[src/rtl/word_hash_distinct_counter_macros.svh]
// assertion helpers shared by the rtl files
`ifndef WORD_HASH_DISTINCT_COUNTER_MACROS_SVH
`define WORD_HASH_DISTINCT_COUNTER_MACROS_SVH

`ifndef SYNTH
// same-cycle implication, checked on every rising edge outside reset
`define WHDC_ASSERT_IMPL(lbl, ante, cons) \
  lbl: assert property (@(posedge clk) disable iff (rst) (ante) |-> (cons)) \
    else $error("whdc check failed");
// next-cycle implication
`define WHDC_ASSERT_NEXT(lbl, ante, cons) \
  lbl: assert property (@(posedge clk) disable iff (rst) (ante) |=> (cons)) \
    else $error("whdc check failed");
`else
`define WHDC_ASSERT_IMPL(lbl, ante, cons)
`define WHDC_ASSERT_NEXT(lbl, ante, cons)
`endif

`endif

[src/rtl/whdc_pkg.sv]
package whdc_pkg;

  localparam logic [7:0]  SEP_BYTE = 8'h20;
  localparam logic [31:0] MM_C1    = 32'hcc9e2d51;
  localparam logic [31:0] MM_C2    = 32'h1b873593;
  localparam logic [31:0] FMIX_C1  = 32'h85ebca6b;
  localparam logic [31:0] FMIX_C2  = 32'hc2b2ae35;
  localparam logic [31:0] MIX_ADD  = 32'he6546b64;

  // bitmap rows are 32 bits wide
  localparam int ROW_BITS  = 5;
  localparam int ROW_WIDTH = 32;
  localparam int COUNT_W   = 17;

  typedef logic [3:0] op_t;

  localparam op_t OP_NONE       = 4'd0;
  localparam op_t OP_CLEAR_ROW  = 4'd1;
  localparam op_t OP_ACCEPT     = 4'd2;
  localparam op_t OP_MUL_C2     = 4'd3;
  localparam op_t OP_ROUND      = 4'd4;
  localparam op_t OP_TAIL       = 4'd5;
  localparam op_t OP_FMIX0      = 4'd6;
  localparam op_t OP_FMIX1      = 4'd7;
  localparam op_t OP_FMIX2      = 4'd8;
  localparam op_t OP_EMIT       = 4'd9;
  localparam op_t OP_EMIT_EMPTY = 4'd10;

  typedef struct packed {
    op_t op;
  } cmd_t;

  typedef struct packed {
    logic in_space;   // offered byte is a separator
    logic in_last;    // offered byte ends the stream
    logic fill3;      // partial block holds three bytes
    logic fill_zero;  // no partial block bytes
    logic len_zero;   // no pending word
    logic last;       // captured stream end flag
    logic clr_last;   // clearing pass at final row
    logic out_free;   // output register can take a result
  } status_t;

endpackage

[src/rtl/whdc_ctrl.sv]
`include "word_hash_distinct_counter_macros.svh"

module whdc_ctrl (
  input  logic              clk,
  input  logic              rst,
  input  logic              in_valid,
  output logic              in_ready,
  input  whdc_pkg::status_t st,
  output whdc_pkg::cmd_t    cmd
);

  localparam logic [3:0] S_CLEAR = 4'd0;
  localparam logic [3:0] S_IDLE  = 4'd1;
  localparam logic [3:0] S_SCR2  = 4'd2;
  localparam logic [3:0] S_SCR3  = 4'd3;
  localparam logic [3:0] S_TAIL1 = 4'd4;
  localparam logic [3:0] S_TAIL2 = 4'd5;
  localparam logic [3:0] S_FMIX0 = 4'd6;
  localparam logic [3:0] S_FMIX1 = 4'd7;
  localparam logic [3:0] S_FMIX2 = 4'd8;
  localparam logic [3:0] S_EMIT  = 4'd9;
  localparam logic [3:0] S_EMPTY = 4'd10;

  logic [3:0] state;
  logic [3:0] state_next;

  assign in_ready = state == S_IDLE;

  always_comb begin
    state_next = state;
    cmd.op     = whdc_pkg::OP_NONE;
    case (state)
      S_CLEAR: begin
        cmd.op = whdc_pkg::OP_CLEAR_ROW;
        if (st.clr_last) begin
          state_next = S_IDLE;
        end
      end
      S_IDLE: begin
        if (in_valid) begin
          cmd.op = whdc_pkg::OP_ACCEPT;
          if (!st.in_space) begin
            if (st.fill3) begin
              state_next = S_SCR2;
            end else if (st.in_last) begin
              state_next = S_TAIL1;
            end
          end else if (!st.len_zero) begin
            state_next = st.fill_zero ? S_FMIX0 : S_TAIL1;
          end else if (st.in_last) begin
            state_next = S_EMPTY;
          end
        end
      end
      S_SCR2: begin
        cmd.op     = whdc_pkg::OP_MUL_C2;
        state_next = S_SCR3;
      end
      S_SCR3: begin
        cmd.op     = whdc_pkg::OP_ROUND;
        state_next = st.last ? S_FMIX0 : S_IDLE;
      end
      S_TAIL1: begin
        cmd.op     = whdc_pkg::OP_TAIL;
        state_next = S_TAIL2;
      end
      S_TAIL2: begin
        cmd.op     = whdc_pkg::OP_MUL_C2;
        state_next = S_FMIX0;
      end
      S_FMIX0: begin
        cmd.op     = whdc_pkg::OP_FMIX0;
        state_next = S_FMIX1;
      end
      S_FMIX1: begin
        cmd.op     = whdc_pkg::OP_FMIX1;
        state_next = S_FMIX2;
      end
      S_FMIX2: begin
        cmd.op     = whdc_pkg::OP_FMIX2;
        state_next = S_EMIT;
      end
      S_EMIT: begin
        if (st.out_free) begin
          cmd.op     = whdc_pkg::OP_EMIT;
          state_next = S_IDLE;
        end
      end
      S_EMPTY: begin
        if (st.out_free) begin
          cmd.op     = whdc_pkg::OP_EMIT_EMPTY;
          state_next = S_IDLE;
        end
      end
      default: begin
        state_next = S_IDLE;
      end
    endcase
  end

  always_ff @(posedge clk) begin
    if (rst) begin
      state <= S_CLEAR;
    end else begin
      state <= state_next;
    end
  end

  `WHDC_ASSERT_NEXT(a_clear_ends, state == S_CLEAR && st.clr_last, state == S_IDLE)
  `WHDC_ASSERT_IMPL(a_emit_free, cmd.op == whdc_pkg::OP_EMIT, st.out_free)
  `WHDC_ASSERT_IMPL(a_round_from_accept, state == S_SCR2, $past(state) == S_IDLE)

endmodule
[config.mk]
export PLATFORM = sky130hd
export DESIGN_NAME = whdc_ctrl
export DESIGN_NICKNAME = d
export VERILOG_FILES = /design/src/rtl/whdc_pkg.sv /design/src/rtl/whdc_ctrl.sv
export VERILOG_INCLUDE_DIRS = /design/src /design/src/rtl
export SDC_FILE = /design/constraint.sdc
export NUM_CORES = 1
export LEC_CHECK = 0
export BUFFER_PORTS_ARGS = -buffer_cell sky130_fd_sc_hd__buf_2
export CELL_PAD_IN_SITES_DETAIL_PLACEMENT = 1
export CELL_PAD_IN_SITES_GLOBAL_PLACEMENT = 1
export CORE_MARGIN = 2
export CORE_UTILIZATION = 34
export CTS_CLUSTER_DIAMETER = 60
export CTS_CLUSTER_SIZE = 30
export DETAILED_ROUTE_END_ITERATION = 10
export PLACE_DENSITY = 0.76
export SLEW_MARGIN = 20
export SYNTH_ARGS = -nofsm -noshare
export SYNTH_HDL_FRONTEND = slang
export SYNTH_SLANG_ARGS = --single-unit
[constraint.sdc]
create_clock -name clk -period 4 [get_ports clk]
set_clock_uncertainty 0.2 [all_clocks]
set_input_delay 0.8 -clock clk [delete_from_list [all_inputs] [get_ports clk]]
set_output_delay 0.8 -clock clk [all_outputs]
set_load 0.005 [all_outputs]
# ---- Word level (Yosys, flattened, before mapping)
# Cells that the tools add are included.
dict set report op_classes {
  n_addsub 0
  n_mul 0
  div_mod_pow 0
  n_lt_le_gt_ge 0
  eq_ne 15
  shift 0
  n_mux 15
  bitwise 0
  reduce_logical 4
}
# op count
set ops {}
lappend ops {{case mux 4 bit (10 select lines)} 2}
lappend ops {{two-way mux 4 bit} 10}
lappend ops {{== test 4 x 3 -> 1 bit (second input constant)} 4}
lappend ops {{== test 4 bit (second input constant)} 3}
lappend ops {{== test 4 x 2 -> 1 bit (second input constant)} 2}
lappend ops {{AND reduction 5 bit} 1}
lappend ops {{== test 4 x 1 -> 1 bit (second input constant)} 1}
lappend ops {{zero test 4 bit} 1}
lappend ops {{two-way mux 2 bit} 2}
lappend ops {{inequality test 2 bit (second input constant)} 2}
lappend ops {{inequality test 4 x 1 -> 1 bit (second input constant)} 1}
lappend ops {{inequality test 4 bit (second input constant)} 1}
lappend ops {{OR reduction 2 bit} 2}
lappend ops {{two-way mux 3 bit} 1}
lappend ops {{inequality test 2 x 1 -> 1 bit (second input constant)} 1}
dict set report word_totals {
  ff_bits 4
  latchBits 0
  ram_bits 0
  rom_bits 0
  output_inout_bits 5
  word_cells 35
  memories 0
}

# ---- Depth between registers and ports, before layout
# Gate-level depths: netlist of the first run.
dict set report depth {
  word_depth 5
  mapped_depth 5
  ltp_nobuf 4
}

# ---- Worst setup path after synthesis of the first run
# Ideal clock, no wire load.
dict set report synth_timing {
  path_type {in2out}
  from {input port st[0] (netlist bit)}
  to {output port cmd[1] (netlist bit)}
  arrival_ns 1.311
  required_time_ns 3.000
  setup_slack_ns 1.689
  cell_stages 3
  path_buffers 0
  cell_sequence {inv_1 > or4_1 > o21ai_1}
}
# item line
set synth_rtl {}
lappend synth_rtl {{from (decl)} whdc_ctrl.sv:8} ;# input whdc_pkg::status_t st,
lappend synth_rtl {{to (decl)} whdc_ctrl.sv:9} ;# output whdc_pkg::cmd_t cmd

==> results of run 1 <==
==> final cells by class <==
cell class | count | area (µm²)
Fill cell | 181 | 736
Sequential cell | 4 | 80.1
Inverter | 3 | 11.3
Multi-Input combinational cell | 55 | 342
Clock buffer | 3 | 22.5
Tap cell | 15 | 18.8
Timing Repair Buffer | 15 | 75.1
==> worst max-delay path by stage <==
stage	endpoint	slack, ns
global route	cmd[1]	1.17
global placement	cmd[1]	1.42
detailed placement	cmd[1]	1.40
finish	cmd[1]	1.29
floorplan	cmd[1]	1.69
CTS	cmd[1]	1.29
==> per-stage QoR <==
| stage | power (µW) | instances | util [%] | area (µm²) | hold WS (ns) |
|---|---|---|---|---|---|
| finish | 128 | 95 | 42.7 | 549 | 0.511 |
| global route | 138 | 95 | 42.7 | 549 | 0.547 |
| CTS | 129 | 95 | 42.7 | 549 | 0.520 |
| detailed placement | 81.9 | 92 | 41.0 | 527 | 0.520 |
| global placement | 80.9 | 92 | 41.0 | 527 | 0.495 |
| floorplan | 68.2 | 66 | - | 462 | 0.330 |
==> Yosys cell counts (2+ instances only) <==
master / instances / area, µm²
inv_1: 2 / 7.51
nor2b_1: 2 / 12.5
a211oi_1: 3 / 22.5
buf_2: 2 / 10.0
a21oi_1: 6 / 30.0
or2_1: 2 / 12.5
nand2_1: 6 / 22.5
a21boi_0: 2 / 15.0
a31oi_1: 3 / 18.8
nand2b_1: 2 / 12.5
nor2_1: 7 / 26.3
dfxtp_1: 4 / 80.1
nor3_1: 2 / 10.0
==> power groups by stage <==
stage	sequential [µW]	combinational, µW	clock [µW]
after detailed placement	47.5	34.4	0
after global placement	47.5	33.4	0
after CTS	46.9	34.5	47.7
final	46.9	34.0	46.9
after global routing	47.5	38.3	52.4
after floorplan	43.5	24.7	0
==> worst max-delay path, stage by stage (launching register included) <==
cell and delay [ns]:
dfxtp_1 0.62, inv_2 0.14, or4_1 0.52, o21ai_1 0.08, buf_2 0.12
==> cells by family after synthesis <==
logic type	count (synthesis)	share of synthesized area, %
buffers and inverters	7	8.67
AND/OR/NAND/NOR	30	34.7
AO/OA/AOI/OAI	25	39.3
flip-flops	4	17.3
==> per-layer routing <==
| layer | global-route usage (%) | part of all wire [%] | vias up |
|---|---|---|---|
| met1 | 25.6 | 49 | 265 |
| met2 | 34.4 | 49 | 10 |
| met3 | 1.63 | 2.4 | 0 |
| li1 | - | - | 281 |
| met5 | 0 | 0 | - |
| met4 | 0 | 0 | 0 |
==> results.toml, run 1 <==
[timing]
hold_violations = 0
period_needed_ns = 2.71
worst_pin_slew_ns = 0.499
rsz0062_at_grt = "no"
timing.setup.tns_ns = 0
fmax_mhz = 368
fin_ws_ns = 1.29
setup_viol = 0
max_slew_margin_pct = 66.7
drv_slew = 0
period_share_pct = 67.8

[power_and_ir_drop]
netSwitchingPower_uw = 36.6
leakage_uw = 0.000233
p_per_area_mw_per_mm2 = 232
seq_power_share_pct = 36.7
p_clk_share_pct = 36.7
peakVddDrop_mv = 0.161
p_comb_share_pct = 26.6
p_int_uw = 91.1
sw_frac_of_total_pct = 28.7

[min_path]
worstHoldPathType = "reg -> reg"
min_to = "state[1]$_SDFFE_PP0P_"
worstHoldStart = "state[0]$_SDFFE_PP0P_"
hold_depth = 2

[outcome]
outcome = "completed"

[clock_network]
numCtsBuffers = 3
clock-sinks = 4
cts_tree = "done"
post_cts_buffers = 0
root_buffer = "clkbuf_4"
worst_skew_pair.late_latency_ns = 0.22
path_clk_slew_ns = 0.04
cts_hold_buffers = 0
clockBufferDepth = 2
htreeDepth = 1
cts_resized = 0

[finish]
largest_reg_flops = 4
area_delta_synth_final_pct = 19.0
top_regs = "state (4)"
final_cell_mix = "buf_2 (15), nor2_1 (7), a21oi_1 (6), nand2_1 (6), dfxtp_1 (4)"
num_antenna_cells = 0
fin_nets = 93
final_common_cell = "buf_2"
drive_gt1_share_pct = 32.5
top_register = "state"

[critical_path]
rr_worst_depth = 3
r2r-end = "state[1]$_SDFFE_PP0P_"
critPathLaunchType = "flip-flop"
cp_max_fo = 12
cp_data_required_time_ns = 3.00
r2r_setup_slack_ns = 2.19
crit_arrival_ns = 1.71
crit_start = "state[1]$_SDFFE_PP0P_"
crit_type = "reg -> out"
end_kind = "output pin"
timing.rr.start = "state[1]$_SDFFE_PP0P_"

[detailed_routing]
dr_total_vias = 556
route.detailed.drc = 0
wl_mm = 1.35
wire_per_inst_um = 14.2
drt_iter0_markers = 3
detail_route.first_pass.iterations = 3
postRouteAntennaNets = 0
vias_per_cell = 5.85

[job]
maxCapViolations = 0

[floorplan]
num_rows = 13
die_area_mm2 = 0.00167
initial_core_util_pct = 35.9
core_mm2 = 0.00128
die_x_um = 40.9
die-height_um = 40.9
io_pins = 16

[global_routing]
grt-ovfl-total = 0
grt_pass1_wl_mm = 2.16
grt_pass1_vias = 484
grt_max_degree = 15
antenna_found_initial = 0
grt_usage_pct = 19.0

[logic_synthesis]
synthCells = 66
synthFlopType = "dfxtp_1"
synth-seq-cells = 4
syn_nets = 77
yosysSeqAreaShare_pct = 17.3
async_flop_share_pct = 0
synth_cell_types = 36
yosysWarnings = 0
synth_edf_count = 0
postSynthAreaPerCell_um2 = 7.00
syn_area_um2 = 462

[placement]
gp_congestion = 0.850
dp_hpwl_mm = 1.08
dp_slack_ns = 1.40
port_buffers = 15
Power figures use the tool's default switching activity.
==> run 2: changes to the inputs <==
Settings changed: CORE_UTILIZATION 34 to 29, PLACE_DENSITY 0.76 to 0.68.
Clock period 4 ns to 2.35 ns, I/O delays scaled along.
==> run 2 against run 1 <==
Compared with the run above:
- first-iteration DRC count fell by 33%
- hold slack got worse by 0.25 ns
- sequential power rose by 69%
- via count fell by 4.3%
- combinational power rose by 72%
- wire length fell by 0.37%
- critical path depth fell by 1
- critical endpoint is now in_ready
- setup slack got worse by 1.1 ns
- clock power rose by 87%
- register-to-register slack got worse by 1.6 ns
==> results.toml, run 2 (synthesis gave the netlist of run 1 again) <==
[floorplan]
initial_core_util_pct = 30.6
num_rows = 14
io_pins = 16
die_area_mm2 = 0.00193
die_x_um = 43.9
core_mm2 = 0.00151
die-height_um = 43.9

[critical_path]
crit_chain = "inv_1, nor4_1, buf_2"
slowest_stage = "dfxtp_1"
slowest_delay_ns = 0.61
cp_data_required_time_ns = 1.68
crit_arrival_ns = 1.51
crit_type = "reg -> out"
end_kind = "output pin"
cp_max_fo = 14
critPathLaunchType = "flip-flop"

[clock_network]
root_buffer = "clkbuf_4"
clock-sinks = 4
cts_tree = "done"
numCtsBuffers = 3
clockBufferDepth = 2
worst_skew_pair.late_latency_ns = 0.24
cts_resized = 0
post_cts_buffers = 0
cts_hold_buffers = 0
path_clk_slew_ns = 0.04
htreeDepth = 1

[finish]
top_register = "state"
top_regs = "state (4)"
num_antenna_cells = 0
drive_gt1_share_pct = 33.3
final_common_cell = "buf_2"
fin_nets = 94
final_cell_mix = "buf_2 (15), nor2_1 (7), a21oi_1 (6), nand2_1 (6), dfxtp_1 (4)"
largest_reg_flops = 4
area_delta_synth_final_pct = 20.9

[timing]
max_slew_margin_pct = 67.9
timing.setup.tns_ns = 0
setup_viol = 0
worst_pin_slew_ns = 0.481
fmax_mhz = 458
drv_slew = 0
rsz0062_at_grt = "no"
period_share_pct = 93.0
period_needed_ns = 2.18
holdWs_ns = 0.262
fin_ws_ns = 0.165
hold_violations = 0

[power_and_ir_drop]
p_clk_share_pct = 38.9
seq_power_share_pct = 35.2
p_per_area_mw_per_mm2 = 404
p_comb_share_pct = 25.9
p_int_uw = 156
peakVddDrop_mv = 0.145
sw_frac_of_total_pct = 31.0
leakage_uw = 0.000239
netSwitchingPower_uw = 69.9

[outcome]
outcome = "completed"

[detailed_routing]
wl_mm = 1.34
route.detailed.drc = 0
wl_met3_um = 48
vias_per_cell = 5.48
dr_wl_met2_um = 626
drt_iter0_markers = 2
dr_total_vias = 532
wire_per_inst_um = 13.8
detail_route.first_pass.iterations = 2
top_layer = "met3"
drt-met1-wl_um = 668
postRouteAntennaNets = 0

[placement]
dp_slack_ns = 0.397
port_buffers = 15
gp_congestion = 0.790
dp_hpwl_mm = 1.01

[global_routing]
antenna_found_initial = 0
grt_pass1_wl_mm = 2.30
grt_usage_pct = 16.0
grt-ovfl-total = 0
grt_max_degree = 15
grt_pass1_vias = 521

[job]
maxCapViolations = 0

[min_path]
worstHoldPathType = "in -> reg"
## run 2: cell types whose count changed in the layout (fill, tap and decap cells not counted), sizes merged
cell / change
buf: +1
## run 2: power groups by stage
| stage | sequential [µW] | combinational, µW | clock (µW) |
|---|---|---|---|
| CTS | 79.2 | 59.3 | 89.9 |
| detailed placement | 80.3 | 58.9 | 0 |
| floorplan | 74.1 | 42.1 | 0 |
| global route | 80.1 | 66.3 | 95.5 |
| global placement | 80.2 | 58.3 | 0 |
| finish | 79.4 | 58.5 | 87.8 |
## run 2: final timing paths
check             slack [ns]  depth (start not counted)             startpoint                    end
setup reg to reg        0.63                          3  state[2]$_SDFFE_PP0P_  state[1]$_SDFFE_PP0P_
hold / removal          0.26                          2                    rst  state[1]$_SDFFE_PP0P_
setup / recovery        0.17                          3  state[0]$_SDFFE_PP0P_               in_ready
hold reg to reg         0.45                          3  state[1]$_SDFFE_PP0P_  state[1]$_SDFFE_PP0P_
## run 2: per-layer routing
metal	track usage (%)	vias to the layer above
met3	1.67	0
met2	26.2	10
met5	0	-
met4	5.45	0
li1	-	277
met1	21.8	245
## run 2: per-stage QoR
| stage | utilization, % | total power [µW] | cells | cell area (µm²) |
|---|---|---|---|---|
| 2_1_floorplan | - | 116 | 66 | 462 |
| 3_3_place_gp | 35.5 | 138 | 94 | 536 |
| 3_5_place_dp | 35.5 | 139 | 94 | 536 |
| 4_1_cts | 37.0 | 228 | 97 | 558 |
| 5_1_grt | 37.0 | 242 | 97 | 558 |
| 6_report | 37.0 | 226 | 97 | 558 |
## run 2: area by class of cell
| class | count | area, µm² |
|---|---|---|
| Multi-Input combinational cell | 55 | 342 |
| Fill cell | 214 | 948 |
| Clock buffer | 3 | 22.5 |
| Timing Repair Buffer | 16 | 82.6 |
| Tap cell | 16 | 20.0 |
| Inverter | 3 | 11.3 |
| Sequential cell | 4 | 80.1 |
## run 2: critical path: cells and delay by family, from the launching register on
kind	cells	cell delay, ns
AND/OR/NAND/NOR	1	0.30
buffers and inverters	2	0.37
flip-flops	1	0.61
